<file path="src/rtl/pbfp_pkg.sv">
`timescale 1ns / 1ps
// ----------------------------------------------------------------------------
// Parity bit frame packer package
// Word types, the job record passed from front to back, and fixed constants.
// ----------------------------------------------------------------------------
package pbfp_pkg;

    localparam int unsigned BYTE_W  = 8;
    localparam int unsigned COUNT_W = 4;

    // Bits added by a full data byte with its parity bit.
    localparam logic [COUNT_W-1:0] ITEM_BITS = 4'd9;
    // Bits in one whole output byte.
    localparam logic [COUNT_W-1:0] FULL_BITS = 4'd8;

    typedef struct packed {
        logic [BYTE_W-1:0]  tx_byte;
        logic               parity_bit;
        logic               final_item;
        logic [COUNT_W-1:0] final_bits;
    } item_t;

    typedef struct packed {
        logic [BYTE_W-1:0]  frame_byte;
        logic [COUNT_W-1:0] frame_bits;
        logic               run_last;
        logic               frame_end;
    } word_t;

    // One classified input word: one or two output bytes ready to send.
    typedef struct packed {
        logic [BYTE_W-1:0]  byte0;
        logic [COUNT_W-1:0] bits0;
        logic [BYTE_W-1:0]  byte1;
        logic [COUNT_W-1:0] bits1;
        logic               two;
        logic               fend;
    } job_t;

    typedef enum logic {
        PH_FIRST,
        PH_SECOND
    } back_phase_t;

endpackage

</file>
<file path="src/rtl/pbfp_front.sv">
`timescale 1ns / 1ps
// ----------------------------------------------------------------------------
// Parity bit frame packer front end
// Accepts input words, appends them to the bit carry and forms output jobs.
// ----------------------------------------------------------------------------
module pbfp_front (
    input  logic            clk,
    input  logic            rst_n,
    input  logic            item_valid,
    output logic            item_ready,
    input  pbfp_pkg::item_t item_data,
    input  logic            push_ready,
    output logic            push_valid,
    output pbfp_pkg::job_t  push_job
);

    logic [6:0] carry_bits_reg;
    logic [6:0] carry_bits_next;
    logic [2:0] carry_count_reg;
    logic [2:0] carry_count_next;
    logic       at_start_reg;
    logic       at_start_next;

    logic [3:0]  nb_eff;
    logic        single;
    logic        full;
    logic [8:0]  ins;
    logic [3:0]  ins_len;
    logic [15:0] acc;
    logic [4:0]  total;
    logic [3:0]  total_hi;
    logic [7:0]  part_mask;

    assign item_ready = push_ready;
    assign push_valid = item_valid;

    always_comb
    begin
        // Counts of zero or above eight mean a whole byte.
        if ((item_data.final_bits == 4'd0) || (item_data.final_bits > pbfp_pkg::FULL_BITS))
            nb_eff = pbfp_pkg::FULL_BITS;
        else
            nb_eff = item_data.final_bits;

        single    = item_data.final_item & at_start_reg;
        full      = !item_data.final_item || (nb_eff == pbfp_pkg::FULL_BITS);
        part_mask = 8'((9'd1 << nb_eff) - 9'd1);

        if (full)
        begin
            ins     = {item_data.parity_bit, item_data.tx_byte};
            ins_len = pbfp_pkg::ITEM_BITS;
        end
        else
        begin
            ins     = {1'b0, item_data.tx_byte & part_mask};
            ins_len = nb_eff;
        end

        acc      = {9'd0, carry_bits_reg} | ({7'd0, ins} << carry_count_reg);
        total    = 5'(carry_count_reg) + 5'(ins_len);
        total_hi = 4'(total - 5'd8);

        push_job       = '0;
        push_job.byte0 = acc[7:0];
        push_job.bits0 = pbfp_pkg::FULL_BITS;
        push_job.byte1 = acc[15:8];
        push_job.bits1 = pbfp_pkg::FULL_BITS;

        carry_bits_next  = 7'd0;
        carry_count_next = 3'd0;
        at_start_next    = 1'b1;

        if (single)
        begin
            push_job.byte0 = item_data.tx_byte;
            push_job.bits0 = nb_eff;
            push_job.fend  = 1'b1;
        end
        else if (!item_data.final_item)
        begin
            at_start_next = 1'b0;
            if (total == 5'd16)
                push_job.two = 1'b1;
            else
            begin
                carry_bits_next  = acc[14:8];
                carry_count_next = 3'(total_hi);
            end
        end
        else
        begin
            push_job.fend = 1'b1;
            if (total > 5'd8)
            begin
                push_job.two   = 1'b1;
                push_job.bits1 = total_hi;
            end
            else
                push_job.bits0 = 4'(total);
        end
    end

    always_ff @(posedge clk or negedge rst_n)
    begin
        if (!rst_n)
        begin
            carry_bits_reg  <= 7'd0;
            carry_count_reg <= 3'd0;
            at_start_reg    <= 1'b1;
        end
        else if (item_valid && push_ready)
        begin
            carry_bits_reg  <= carry_bits_next;
            carry_count_reg <= carry_count_next;
            at_start_reg    <= at_start_next;
        end
    end

endmodule

</file>
<file path="src/rtl/pbfp_queue.sv">
`timescale 1ns / 1ps
// ----------------------------------------------------------------------------
// Parity bit frame packer job queue
// Small register FIFO that decouples the front end from the output stage.
// ----------------------------------------------------------------------------
module pbfp_queue #(
    parameter int DEPTH = 2
) (
    input  logic           clk,
    input  logic           rst_n,
    input  logic           push_valid,
    output logic           push_ready,
    input  pbfp_pkg::job_t push_job,
    output logic           head_valid,
    input  logic           pop,
    output pbfp_pkg::job_t head_job
);

    localparam int AW = (DEPTH > 1) ? $clog2(DEPTH) : 1;
    localparam int CW = $clog2(DEPTH + 1);

    pbfp_pkg::job_t    slot_reg [DEPTH];
    logic [AW-1:0]     wr_ptr_reg;
    logic [AW-1:0]     rd_ptr_reg;
    logic [CW-1:0]     count_reg;
    logic              do_push;
    logic              do_pop;

    assign push_ready = (count_reg < CW'(DEPTH));
    assign head_valid = (count_reg != '0);
    assign head_job   = slot_reg[rd_ptr_reg];
    assign do_push    = push_valid & push_ready;
    assign do_pop     = pop & head_valid;

    always_ff @(posedge clk)
    begin
        if (do_push)
            slot_reg[wr_ptr_reg] <= push_job;
    end

    always_ff @(posedge clk or negedge rst_n)
    begin
        if (!rst_n)
        begin
            wr_ptr_reg <= '0;
            rd_ptr_reg <= '0;
            count_reg  <= '0;
        end
        else
        begin
            if (do_push)
                wr_ptr_reg <= (wr_ptr_reg == AW'(DEPTH - 1)) ? '0 : wr_ptr_reg + 1'b1;
            if (do_pop)
                rd_ptr_reg <= (rd_ptr_reg == AW'(DEPTH - 1)) ? '0 : rd_ptr_reg + 1'b1;
            if (do_push && !do_pop)
                count_reg <= count_reg + 1'b1;
            else if (do_pop && !do_push)
                count_reg <= count_reg - 1'b1;
        end
    end

endmodule

</file>
<file path="src/rtl/pbfp_back.sv">
`timescale 1ns / 1ps
// ----------------------------------------------------------------------------
// Parity bit frame packer back end
// Sends each job as one or two output words through a registered output.
// ----------------------------------------------------------------------------
module pbfp_back (
    input  logic            clk,
    input  logic            rst_n,
    input  logic            job_valid,
    input  pbfp_pkg::job_t  job,
    output logic            pop,
    output logic            word_valid,
    input  logic            word_ready,
    output pbfp_pkg::word_t word_data
);

    pbfp_pkg::back_phase_t phase_reg;
    pbfp_pkg::back_phase_t phase_next;
    logic                  word_valid_reg;
    pbfp_pkg::word_t       word_data_reg;
    pbfp_pkg::word_t       word_next;
    logic                  emit;

    // The output register may be reloaded when empty or being drained.
    assign emit       = job_valid && (!word_valid_reg || word_ready);
    assign word_valid = word_valid_reg;
    assign word_data  = word_data_reg;

    always_comb
    begin
        phase_next = phase_reg;
        unique case (phase_reg)
            pbfp_pkg::PH_FIRST:
                if (emit && job.two)
                    phase_next = pbfp_pkg::PH_SECOND;
            pbfp_pkg::PH_SECOND:
                if (emit)
                    phase_next = pbfp_pkg::PH_FIRST;
            default:
                phase_next = pbfp_pkg::PH_FIRST;
        endcase
    end

    always_comb
    begin
        word_next = '0;
        pop       = 1'b0;
        unique case (phase_reg)
            pbfp_pkg::PH_FIRST:
            begin
                word_next.frame_byte = job.byte0;
                word_next.frame_bits = job.bits0;
                word_next.run_last   = !job.two;
                word_next.frame_end  = job.fend & !job.two;
                pop                  = emit & !job.two;
            end
            pbfp_pkg::PH_SECOND:
            begin
                word_next.frame_byte = job.byte1;
                word_next.frame_bits = job.bits1;
                word_next.run_last   = 1'b1;
                word_next.frame_end  = job.fend;
                pop                  = emit;
            end
            default:
            begin
                word_next = '0;
                pop       = 1'b0;
            end
        endcase
    end

    always_ff @(posedge clk or negedge rst_n)
    begin
        if (!rst_n)
        begin
            phase_reg      <= pbfp_pkg::PH_FIRST;
            word_valid_reg <= 1'b0;
        end
        else
        begin
            phase_reg <= phase_next;
            if (emit)
                word_valid_reg <= 1'b1;
            else if (word_ready)
                word_valid_reg <= 1'b0;
        end
    end

    always_ff @(posedge clk)
    begin
        if (emit)
            word_data_reg <= word_next;
    end

endmodule

</file>
<file path="src/rtl/parity_bit_frame_packer.sv">
`timescale 1ns / 1ps
// ----------------------------------------------------------------------------
// Parity bit frame packer
// Packs data bytes and their parity bits into an LSB-first air bit stream.
// ----------------------------------------------------------------------------
// Each accepted input word is a data byte with its parity bit; the block
// appends the eight data bits and then the parity bit to a running bit
// stream and re-cuts it into output bytes, first air bit in bit 0. A final
// input word with fewer than eight valid bits adds only those bits, a full
// final byte keeps its parity, and any leftover bits are flushed with their
// count and frame_end set. A frame of one single word is passed through
// unchanged, without parity. An input word yields one or two output words;
// the output port sends one word per cycle while word_ready is high, and a
// job with two output words stays at the queue head until both are sent;
// a long frame gives about nine output words per eight input words.
// The input side is accepted every cycle while the job queue has room, so
// a burst of QUEUE_DEPTH words is taken even while the output is stalled.
// ----------------------------------------------------------------------------
module parity_bit_frame_packer #(
    parameter int QUEUE_DEPTH = 2
) (
    input  logic            clk,
    input  logic            rst_n,
    input  logic            item_valid,
    output logic            item_ready,
    input  pbfp_pkg::item_t item_data,
    output logic            word_valid,
    input  logic            word_ready,
    output pbfp_pkg::word_t word_data
);

    // Front end to queue.
    logic           push_valid;
    logic           push_ready;
    pbfp_pkg::job_t push_job;

    // Queue to back end.
    logic           head_valid;
    logic           pop;
    pbfp_pkg::job_t head_job;

    // The front end holds the bit carry and classifies each word as it is
    // accepted, so the carry is always current for the next word.
    pbfp_front u_front (
        .clk        (clk),
        .rst_n      (rst_n),
        .item_valid (item_valid),
        .item_ready (item_ready),
        .item_data  (item_data),
        .push_ready (push_ready),
        .push_valid (push_valid),
        .push_job   (push_job)
    );

    pbfp_queue #(
        .DEPTH (QUEUE_DEPTH)
    ) u_queue (
        .clk        (clk),
        .rst_n      (rst_n),
        .push_valid (push_valid),
        .push_ready (push_ready),
        .push_job   (push_job),
        .head_valid (head_valid),
        .pop        (pop),
        .head_job   (head_job)
    );

    // The back end walks through the one or two bytes of each job.
    pbfp_back u_back (
        .clk        (clk),
        .rst_n      (rst_n),
        .job_valid  (head_valid),
        .job        (head_job),
        .pop        (pop),
        .word_valid (word_valid),
        .word_ready (word_ready),
        .word_data  (word_data)
    );

endmodule

</file>
<file path="config.mk">
export PLATFORM = sky130hd
export DESIGN_NAME = parity_bit_frame_packer
export DESIGN_NICKNAME = d
export VERILOG_FILES = /design/src/rtl/pbfp_pkg.sv /design/src/rtl/pbfp_front.sv /design/src/rtl/pbfp_queue.sv /design/src/rtl/pbfp_back.sv /design/src/rtl/parity_bit_frame_packer.sv
export SDC_FILE = /design/constraint.sdc
export NUM_CORES = 1
export LEC_CHECK = 0
export ABC_CLOCK_PERIOD_IN_PS = 2400
export BUFFER_PORTS_ARGS = -buffer_cell sky130_fd_sc_hd__buf_2
export CORE_MARGIN = 2
export CORE_UTILIZATION = 40
export CTS_CLUSTER_DIAMETER = 60
export DETAILED_ROUTE_END_ITERATION = 6
export PLACE_DENSITY = 0.64
export SYNTH_ARGS = -nofsm -noshare
export SYNTH_HDL_FRONTEND = slang
export SYNTH_SLANG_ARGS = --single-unit
</file>
<file path="constraint.sdc">
create_clock -name clk -period 2.4 [get_ports clk]
set_input_delay 0.48 -clock clk [delete_from_list [all_inputs] [get_ports clk]]
set_output_delay 0.48 -clock clk [all_outputs]
set_load 0.005 [all_outputs]
</file>
* Word-level counts from Yosys, hierarchy flattened
Memories as Yosys holds them, arrays and structs flattened. Cells that the tools add are included.
Cells by class: eq/ne operators 2, bitwise gates (word level) 8, add/sub/neg operators 7, multipliers 0, shifts and indexed selects 2, $lt $le $gt $ge 3, multiplexer cells 33, reduce and logical (&&, ||, !) cells 17, div/mod/pow operators 0
Operators with widths (count):
- $pmux W14 S2 | 1
- $mux W4 | 6
- $mux W7 | 3
- $or A7 B16 Y16 | 1
- $shl A9 B3 Y16 | 1
- $mux W1 | 12
- $mux W5 | 2
- $mux W3 | 3
- $mux W9 | 1
- $and A8 B8 Y8 | 1
- $mux W8 | 1
- $shl A1 B4 Y8 const A | 1
- $sub A8 B1 Y8 const B | 1
- $reduce_bool A2 Y1 | 3
- $add A3 B4 Y5 | 1
- $and A1 B1 Y1 | 5
- $eq A5 B5 Y1 const B | 1
- $gt A5 B4 Y1 const B | 1
- $logic_and A1 B1 Y1 | 5
- $logic_not A1 Y1 | 5
- $eq A4 B4 Y1 const B | 1
- $gt A4 B4 Y1 const B | 1
- $logic_not A4 Y1 | 1
- $mux W2 | 2
- other kinds (8) | 12
Word-level totals: output and inout port bits 16, register bits 31, bits in read-only memories 0, memory bits (writable) 52, input port bits 18, memories 1, latch bits 0
Memories:
- u_queue.slot_reg | words 2, bits a word 26, read ports 1, clocked after Yosys merged registers in 0, wr ports 1, line pbfp_queue.sv:22 | pbfp_pkg::job_t slot_reg [DEPTH];

* Logic depth before layout (Yosys ltp)
Gate-level depths: netlist of the first run.
word-level depth 12, depth in mapped cells 10, depth with buffers taken out 9

* Modules after synthesis
From an unflattened synthesis of the first run, not the netlist that was laid out.
Second synthesis, totals: cell total of the unflattened synthesis 326, area total of the unflattened synthesis 4286.6 µm²
By module, submodules not included:
- pbfp_queue | sequential area each 1661.6 µm², area each 2169.6 µm², instances 1, cells an instance 98
- pbfp_front | sequential area each 276.5 µm², area each 1415.1 µm², instances 1, cells an instance 190
- pbfp_back | sequential area each 470.5 µm², area each 701.9 µm², instances 1, cells an instance 38

* Worst setup path before layout of the first run
Ideal clock, no wire load.
kind input-to-reg, start input item_data[3] (netlist bit), end memory u_queue.slot_reg[0][1] (netlist bit), data pin, setup time 0.279 ns, arrival time 2.784 ns, cell stages on the path 9, path slack -0.663 ns, required time 2.121 ns, cell sequence nand2b_2 buf_6 or3_1 ha_1 fa_1 nor3_1 nor2_1 o41ai_4 nor3_1
RTL lines:
- start: declaration | line parity_bit_frame_packer.sv:26 | input pbfp_pkg::item_t item_data,
- end: declaration | line pbfp_queue.sv:22

==> results of run 1 <==
## power groups by stage
stage	clock (uW)	sequential, uW	combinational [uW]
after floorplan	0	2340	1300
after global placement	0	2360	2030
after detailed placement	0	2370	2060
after CTS	1010	2340	2110
after global routing	1050	2390	2440
final	977	2340	2230
## worst max-delay path by stage
| stage | slack, ps | to |
|---|---|---|
| 3_3_place_gp | -520 | u_queue.slot_reg[0][2]$_DFFE_PP_ |
| 4_1_cts | -100 | u_queue.slot_reg[0][2]$_DFFE_PP_ |
| 2_1_floorplan | -460 | u_queue.slot_reg[0][2]$_DFFE_PP_ |
| 3_5_place_dp | -620 | u_queue.slot_reg[0][2]$_DFFE_PP_ |
| 5_1_grt | -150 | u_queue.slot_reg[1][16]$_DFFE_PP_ |
| 6_report | -140 | u_queue.slot_reg[1][14]$_DFFE_PP_ |
## worst max-delay path, delay by kind of cell
family | cells | cell delay (ps)
and+or+nand+nor | 4 | 750
adders and majority gates | 2 | 670
AOI/OAI and AO/OA | 2 | 550
buffers and inverters | 2 | 280
## per-stage QoR
stage                util  TNS (ps)  area [um2]  total power [uW]  hold WS [ps]
finish              0.510     -2040        5010              5550          53.7
CTS                 0.497     -1220        4880              5450          32.7
global placement    0.472    -14970        4640              4380           426
floorplan               -     -8580        4090              3640           184
detailed placement  0.472    -17580        4640              4430           433
global route        0.510     -2660        5010              5880          65.5
## synthesized netlist by cell type, types with 2 or more instances
library cell,n
and3_1,2
inv_1,10
o211ai_1,9
buf_2,2
or3_1,3
nor4_1,2
edfxtp_1,66
nor2_1,22
mux4_2,12
nand3_1,7
and2_1,5
a21oi_1,14
a31oi_1,5
ha_1,5
clkbuf_1,14
o31ai_1,7
o22ai_1,2
dfrtp_1,16
buf_6,2
nand2_1,31
nand4bb_1,2
xnor2_1,5
a21o_1,3
nor3_1,8
nand3b_1,3
a32o_1,3
o311ai_0,3
nor2b_1,3
xor2_1,3
nor4bb_1,2
nor3b_1,3
nand2b_1,2
mux2i_1,3
o21ai_0,13
o221ai_1,3
## layer usage
metal  global-route usage  up-vias  wire length (um)
li1                     -     1359                 -
met1                0.242     1395              4220
met2                0.270       92              4410
met3               0.0387        8               437
met4               0.0695        0               102
met5                    0        -                 0
## placed cells by master (no fill, tap or decap), types with 5 or more instances in the layout
| master | n |
|---|---|
| edfxtp_1 | 66 |
| buf_4 | 42 |
| buf_2 | 32 |
| nand2_1 | 30 |
| nor2_1 | 21 |
| dfrtp_1 | 16 |
| mux4_2 | 12 |
| a21oi_1 | 12 |
| o21ai_0 | 11 |
| inv_1 | 10 |
| o211ai_1 | 9 |
| clkbuf_8 | 9 |
| nand3_1 | 7 |
| and2_1 | 5 |
| o31ai_1 | 5 |
| xnor2_1 | 5 |
## final cells by class
cell class              count  area share
multi-input cells         204       0.339
clock buffers              10      0.0255
well taps                 133      0.0332
flip-flops and latches     83       0.481
inverters                  11     0.00825
clock inverters             6      0.0132
repair buffers             76      0.0995
## cells by family (layout without fill, tap and decap cells)
family | count (synthesis) | after routing | synth area share
other | 1 | 1 | 0.000924
buffers and inverters | 30 | 103 | 0.0324
multiplexers | 16 | 16 | 0.0768
adder cells (fa/ha/maj) | 6 | 6 | 0.0204
XOR/XNOR | 8 | 8 | 0.0173
AO/OA/AOI/OAI | 73 | 73 | 0.130
flip-flops | 83 | 83 | 0.594
AND/OR/NAND/NOR | 100 | 100 | 0.128
## repair_timing
item	CTS	global route
setup endpoints to repair	24	36
hold endpoints to repair	0	0
pin swaps	3	7
gates resized for setup	7	22
setup buffers	1	2
==> impl_metrics.toml, run 1 <==
[die]
start_util = 0.413
die_h_um = 105
num_rows = 36
die_w_um = 105
dieArea_um2 = 11000
io_pins = 34
coreArea_um2 = 9820

[run_status]
status = "finished, violations left"
violations = "negative setup slack"

[clock_tree]
cts_buffer_depth = 2
cts_hold_buf = 0
root_buffer = "clkbuf_8"
cts_made_buffers = 9
cts.clk_slew.worst_paths_ps = 80
clk_latency_ps = 340
htreeDepth = 3
clkSinkCount = 83
cts_tree = "yes"

[power]
peakVddDrop_uv = 424
p_int_uw = 3650
switching_share = 0.342
p_switching_uw = 1900
leakage_uw = 0.00188
powerDensity_nw_per_um2 = 1110
p_comb_frac = 0.401
power_frac_seq = 0.422
clock_power_share = 0.176

[timing]
final-max-slew-violation-count = 0
slew_headroom = 0.525
finalCritPeriodShare = 1.06
worst_slack_ps = -138
finalHoldViolCount = 0
fmax_mhz = 394
setup_viol = 17
period_needed_ps = 2540
tightest_slew_ps = 706
rsz0062_at_grt = "yes"
finalClockSkew_ps = 4.61

[detailed_routing]
wl_mm = 9.17
drc = 0
vias = 2854
routedWlPerCell_um = 17.5
via_per_inst = 5.46
antenna_left = 0
dr.pass1.iters = 4
drt-initial-drc-count = 275

[cells_and_area]
drive_above_1_share = 0.356
largest_reg_flops = 52
syn_to_final_growth_pct = 23.4
finalNetCount = 409
fillers = 899
n_antenna_cell = 0
seq_area_um2 = 2410
fin_cells = 523
multi_input_area_um2 = 1700

[synth]
synth_seq_cells = 83
avgSynthCellArea_um2 = 12.8
post-synth-top-area-cell = "edfxtp_1"
synthArstFlopShare = 0.205
syn_nets = 341
synth_area_um2 = 4060
synthTopCellsByArea = "edfxtp_1 (49%), dfrtp_1 (9.9%), mux4_2 (6.7%), nand2_1 (2.9%), nor2_1 (2.0%)"
ys_types = 57
ys.flop_type = "edfxtp_1"
yosysWarningCount = 0
synth-edff-count = 66
yosysSeqAreaShare = 0.594
synthCells = 317
yosys.area.top_type_share = 0.488

[global_route]
grt_pass1_wl_mm = 14.8
overflow = 0
grt_start_max_net_pins = 27
grt_util_all_layers = 0.175
grt_pass1_vias = 2835
antenna_found_initial = 0

[placement]
dpl.cell_count = 505
place_ws_ps = -623
io_buffers = 33
place.gp.congestion = 0.860
place_hpwl_mm = 6.61

[worst_setup_path]
worstPathRequired_ps = 2610
critical_path_class = "input port to flip-flop"
slowest_stage = "fa_2"
slowest_delay_ps = 470
worstReg2RegEnd = "u_queue.slot_reg[1][14]$_DFFE_PP_"
cp-end-kind = "flip-flop"
cp-start-kind = "input port"
regToRegStartpoint = "u_front.carry_count_reg[0]$_DFFE_PN0P_"
r2r_slack_ps = 180
arrival_ps = 2750
reg2regPathDepth = 7
path_max_fanout = 8
crit_start = "item_data[3]"
crit_chain = "buf_6 > nand2b_4 > or3_1 > ha_2 > fa_2 > nor3_4 > nor3_4 > o41ai_4 > buf_6 > a32o_2"

[min_path]
min_path_type = "input port to async pin"

[flow_run]
drv_cap = 0
Note: power is estimated with default switching activity, not from simulation.
==> run 2: changes to the inputs <==
--- a/config.mk
+++ b/config.mk
@@ -5,13 +5,14 @@
 export SDC_FILE = /design/constraint.sdc
 export NUM_CORES = 1
 export LEC_CHECK = 0
-export ABC_CLOCK_PERIOD_IN_PS = 2400
+export ABC_CLOCK_PERIOD_IN_PS = 2900
 export BUFFER_PORTS_ARGS = -buffer_cell sky130_fd_sc_hd__buf_2
 export CORE_MARGIN = 2
 export CORE_UTILIZATION = 40
 export CTS_CLUSTER_DIAMETER = 60
 export DETAILED_ROUTE_END_ITERATION = 6
-export PLACE_DENSITY = 0.64
+export PLACE_DENSITY = 0.62
 export SYNTH_ARGS = -nofsm -noshare
 export SYNTH_HDL_FRONTEND = slang
+export SYNTH_HIERARCHICAL = 1
 export SYNTH_SLANG_ARGS = --single-unit
==> constraint.sdc (replaced) <==
create_clock -name clk -period 2.9 [get_ports clk]
set_input_delay 0.58 -clock clk [delete_from_list [all_inputs] [get_ports clk]]
set_output_delay 0.58 -clock clk [all_outputs]
set_load 0.005 [all_outputs]
==> run 2 against run 1 <==
Net effect: the flow now finishes without violations; core utilization decreased by 4.4 points; routed wire length decreased by 13%; global-route usage decreased by 2.7 points; sequential share of layout area increased by 1.8 points; critical path depth unchanged; via count decreased by 6.1%; cell area decreased by 3.6%; combinational power decreased by 15%; area after synthesis increased by 5.6%; hold slack improved by 130 ps; sequential power decreased by 15%; worst setup slack improved by 350 ps.
==> impl_metrics.toml, run 2 <==
[die]
start_util = 0.413
die_h_um = 108
coreArea_um2 = 10400
dieArea_um2 = 11600
io_pins = 34
num_rows = 37
die_w_um = 108

[global_route]
grt_pass1_wl_mm = 13.2
overflow = 0
use_met2 = 0.225
grt_pass1_vias = 2620
grt_util_all_layers = 0.148
antenna_found_initial = 0
busiest_layer = "met2"
use_met3 = 0.0333
grt_start_max_net_pins = 27
grt.met1_usage = 0.207

[timing]
finalClockSkew_ps = 8.28
finalCritPeriodShare = 0.925
final-max-slew-violation-count = 0
finalHoldViolCount = 0
tightest_slew_ps = 741
setup_viol = 0
rsz0062_at_grt = "no"
tns_ps = 0
period_needed_ps = 2680
fmax_mhz = 373
slew_headroom = 0.506

[worst_setup_path]
crit_chain = "buf_2 > nand2b_1 > or3_1 > ha_1 > fa_2 > xor2_1 > or3_1 > o21a_2 > a32oi_1 > o21ai_1"
worstPathRequired_ps = 3120
critPathTopFamily = "simple AND/OR/NAND/NOR gates"
arrival_ps = 2910
cp-end-kind = "flip-flop"
critical_path_class = "input port to flip-flop"
slowest_stage = "or3_1"
regToRegStartpoint = "u_front/carry_count_reg[1]$_DFFE_PN0P_"
crit_buf_inv = 1
cpMostUsedCell = "or3_1"
cp-start-kind = "input port"
slowest_delay_ps = 360
crit_start = "item_data[3]"
path_max_fanout = 8
crit_cells = 10
reg2regPathDepth = 7

[cells_and_area]
final_common_cell = "edfxtp_1"
finalNetCount = 395
fillers = 962
drive_above_1_share = 0.314
n_antenna_cell = 0
largest_reg_flops = 52
layout_common_cells = "edfxtp_1 (66), buf_2 (33), mux2_4 (28)"
syn_to_final_growth_pct = 12.6

[clock_tree]
cts.clk_slew.worst_paths_ps = 80
clkSinkCount = 83
cts_resized = 0
cts_buffer_depth = 2
root_buffer = "clkbuf_8"
clk_latency_ps = 340
cts_made_buffers = 9
cts_tree = "yes"
cts_setup_buffers = 0
cts_hold_buf = 0
htreeDepth = 3

[min_path]
min_path_type = "input port to async pin"

[placement]
place.gp.congestion = 0.848
io_buffers = 33
place_hpwl_mm = 5.71

[synth]
synthXorXnorAreaFrac = 0.0143
ys.flop_type = "edfxtp_1"
yosysWarningCount = 6
synth_seq_cells = 83
synth-edff-count = 66
synth_common_cells = "edfxtp_1 (66), mux2_4 (28), nor2_1 (23), nand2_1 (18), dfrtp_1 (16)"
synth_top_family_by_area = "multiplexers"
synthCells = 326
synth_fa_ha_area_frac = 0.0193
synth.area.mux_share = 0.142
ys_types = 63
synthTopCellsByArea = "edfxtp_1 (46%), mux2_4 (9.8%), dfrtp_1 (9.3%), mux2_2 (3.4%), nor2_1 (2.0%)"
synth-compound-area-share = 0.117
syn_nets = 350
synth_most_common_cell = "edfxtp_1"
yosysSeqAreaShare = 0.562
avgSynthCellArea_um2 = 13.1
synthArstFlopShare = 0.205
post-synth-top-area-cell = "edfxtp_1"
yosys.area.top_type_share = 0.462
yosys.area_share.simple = 0.106
synth_area_um2 = 4290

[power]
leakage_uw = 0.00189
powerDensity_nw_per_um2 = 956
peakVddDrop_uv = 338
p_total_uw = 4610

[detailed_routing]
antenna_left = 0
drt-initial-drc-count = 115
routedWlPerCell_um = 15.5
vias = 2681
dr.pass1.iters = 4
drc = 0
wl_mm = 7.94
via_per_inst = 5.24

[run_status]
status = "completed"

[flow_run]
drv_cap = 0
run 2: where the power goes:
group | total (uW) | internal (uW) | switching (uW)
Combinational | 1890 | 951 | 936
Clock | 750 | 356 | 395
Sequential | 1980 | 1810 | 161
run 2: layout make-up:
type	instances	area, um2	area share
flip-flops and latches	83	2410	0.499
multi-input cells	215	1720	0.355
repair buffers	54	323	0.0669
well taps	136	170	0.0353
clock buffers	12	155	0.0321
inverters	8	30.0	0.00622
clock inverters	4	25.0	0.00518
run 2: routing by layer:
layer	share of wire	vias up	routed length, um
met4	0.013	0	106
li1	-	1308	-
met2	0.45	66	3560
met1	0.50	1300	3950
met3	0.041	7	324
met5	0	-	0
run 2: kinds of logic (layout without fill, tap and decap cells):
kind of cell               count (synthesis)  after routing
other                                      1              1
xor gates and xnor gates                   7              7
DFF                                       83             83
and+or+nand+nor                           87             87
adders and majority gates                  6              6
muxes                                     45             45
buffers and inverters                     28             78
AOI/OAI and AO/OA                         69             69
run 2: final timing paths:
kind	to	slack, ps
worst max-delay path	u_front/carry_bits_reg[2]$_DFFE_PN0P_	220
worst min-delay path	u_front/carry_count_reg[0]$_DFFE_PN0P_	180
worst max register to register	u_front/carry_bits_reg[2]$_DFFE_PN0P_	600
worst min register to register	u_queue/wr_ptr_reg$_DFFE_PN0P_	510
max in group asynchronous	u_front/at_start_reg$_DFFE_PN1P_	2370
min in group clk	u_queue/wr_ptr_reg$_DFFE_PN0P_	510
run 2: through the flow:
| stage | hold slack (ps) | instance area, um2 | std cells | setup slack (ps) | util |
|---|---|---|---|---|---|
| finish | 180 | 4830 | 512 | 217 | 0.465 |
| global route | 192 | 4830 | 512 | 95.3 | 0.465 |
| CTS | 174 | 4830 | 512 | 277 | 0.465 |
| detailed placement | 491 | 4650 | 496 | -114 | 0.448 |
| global placement | 483 | 4650 | 496 | -61.5 | 0.448 |
| floorplan | 284 | 4290 | 326 | 5.43 | - |
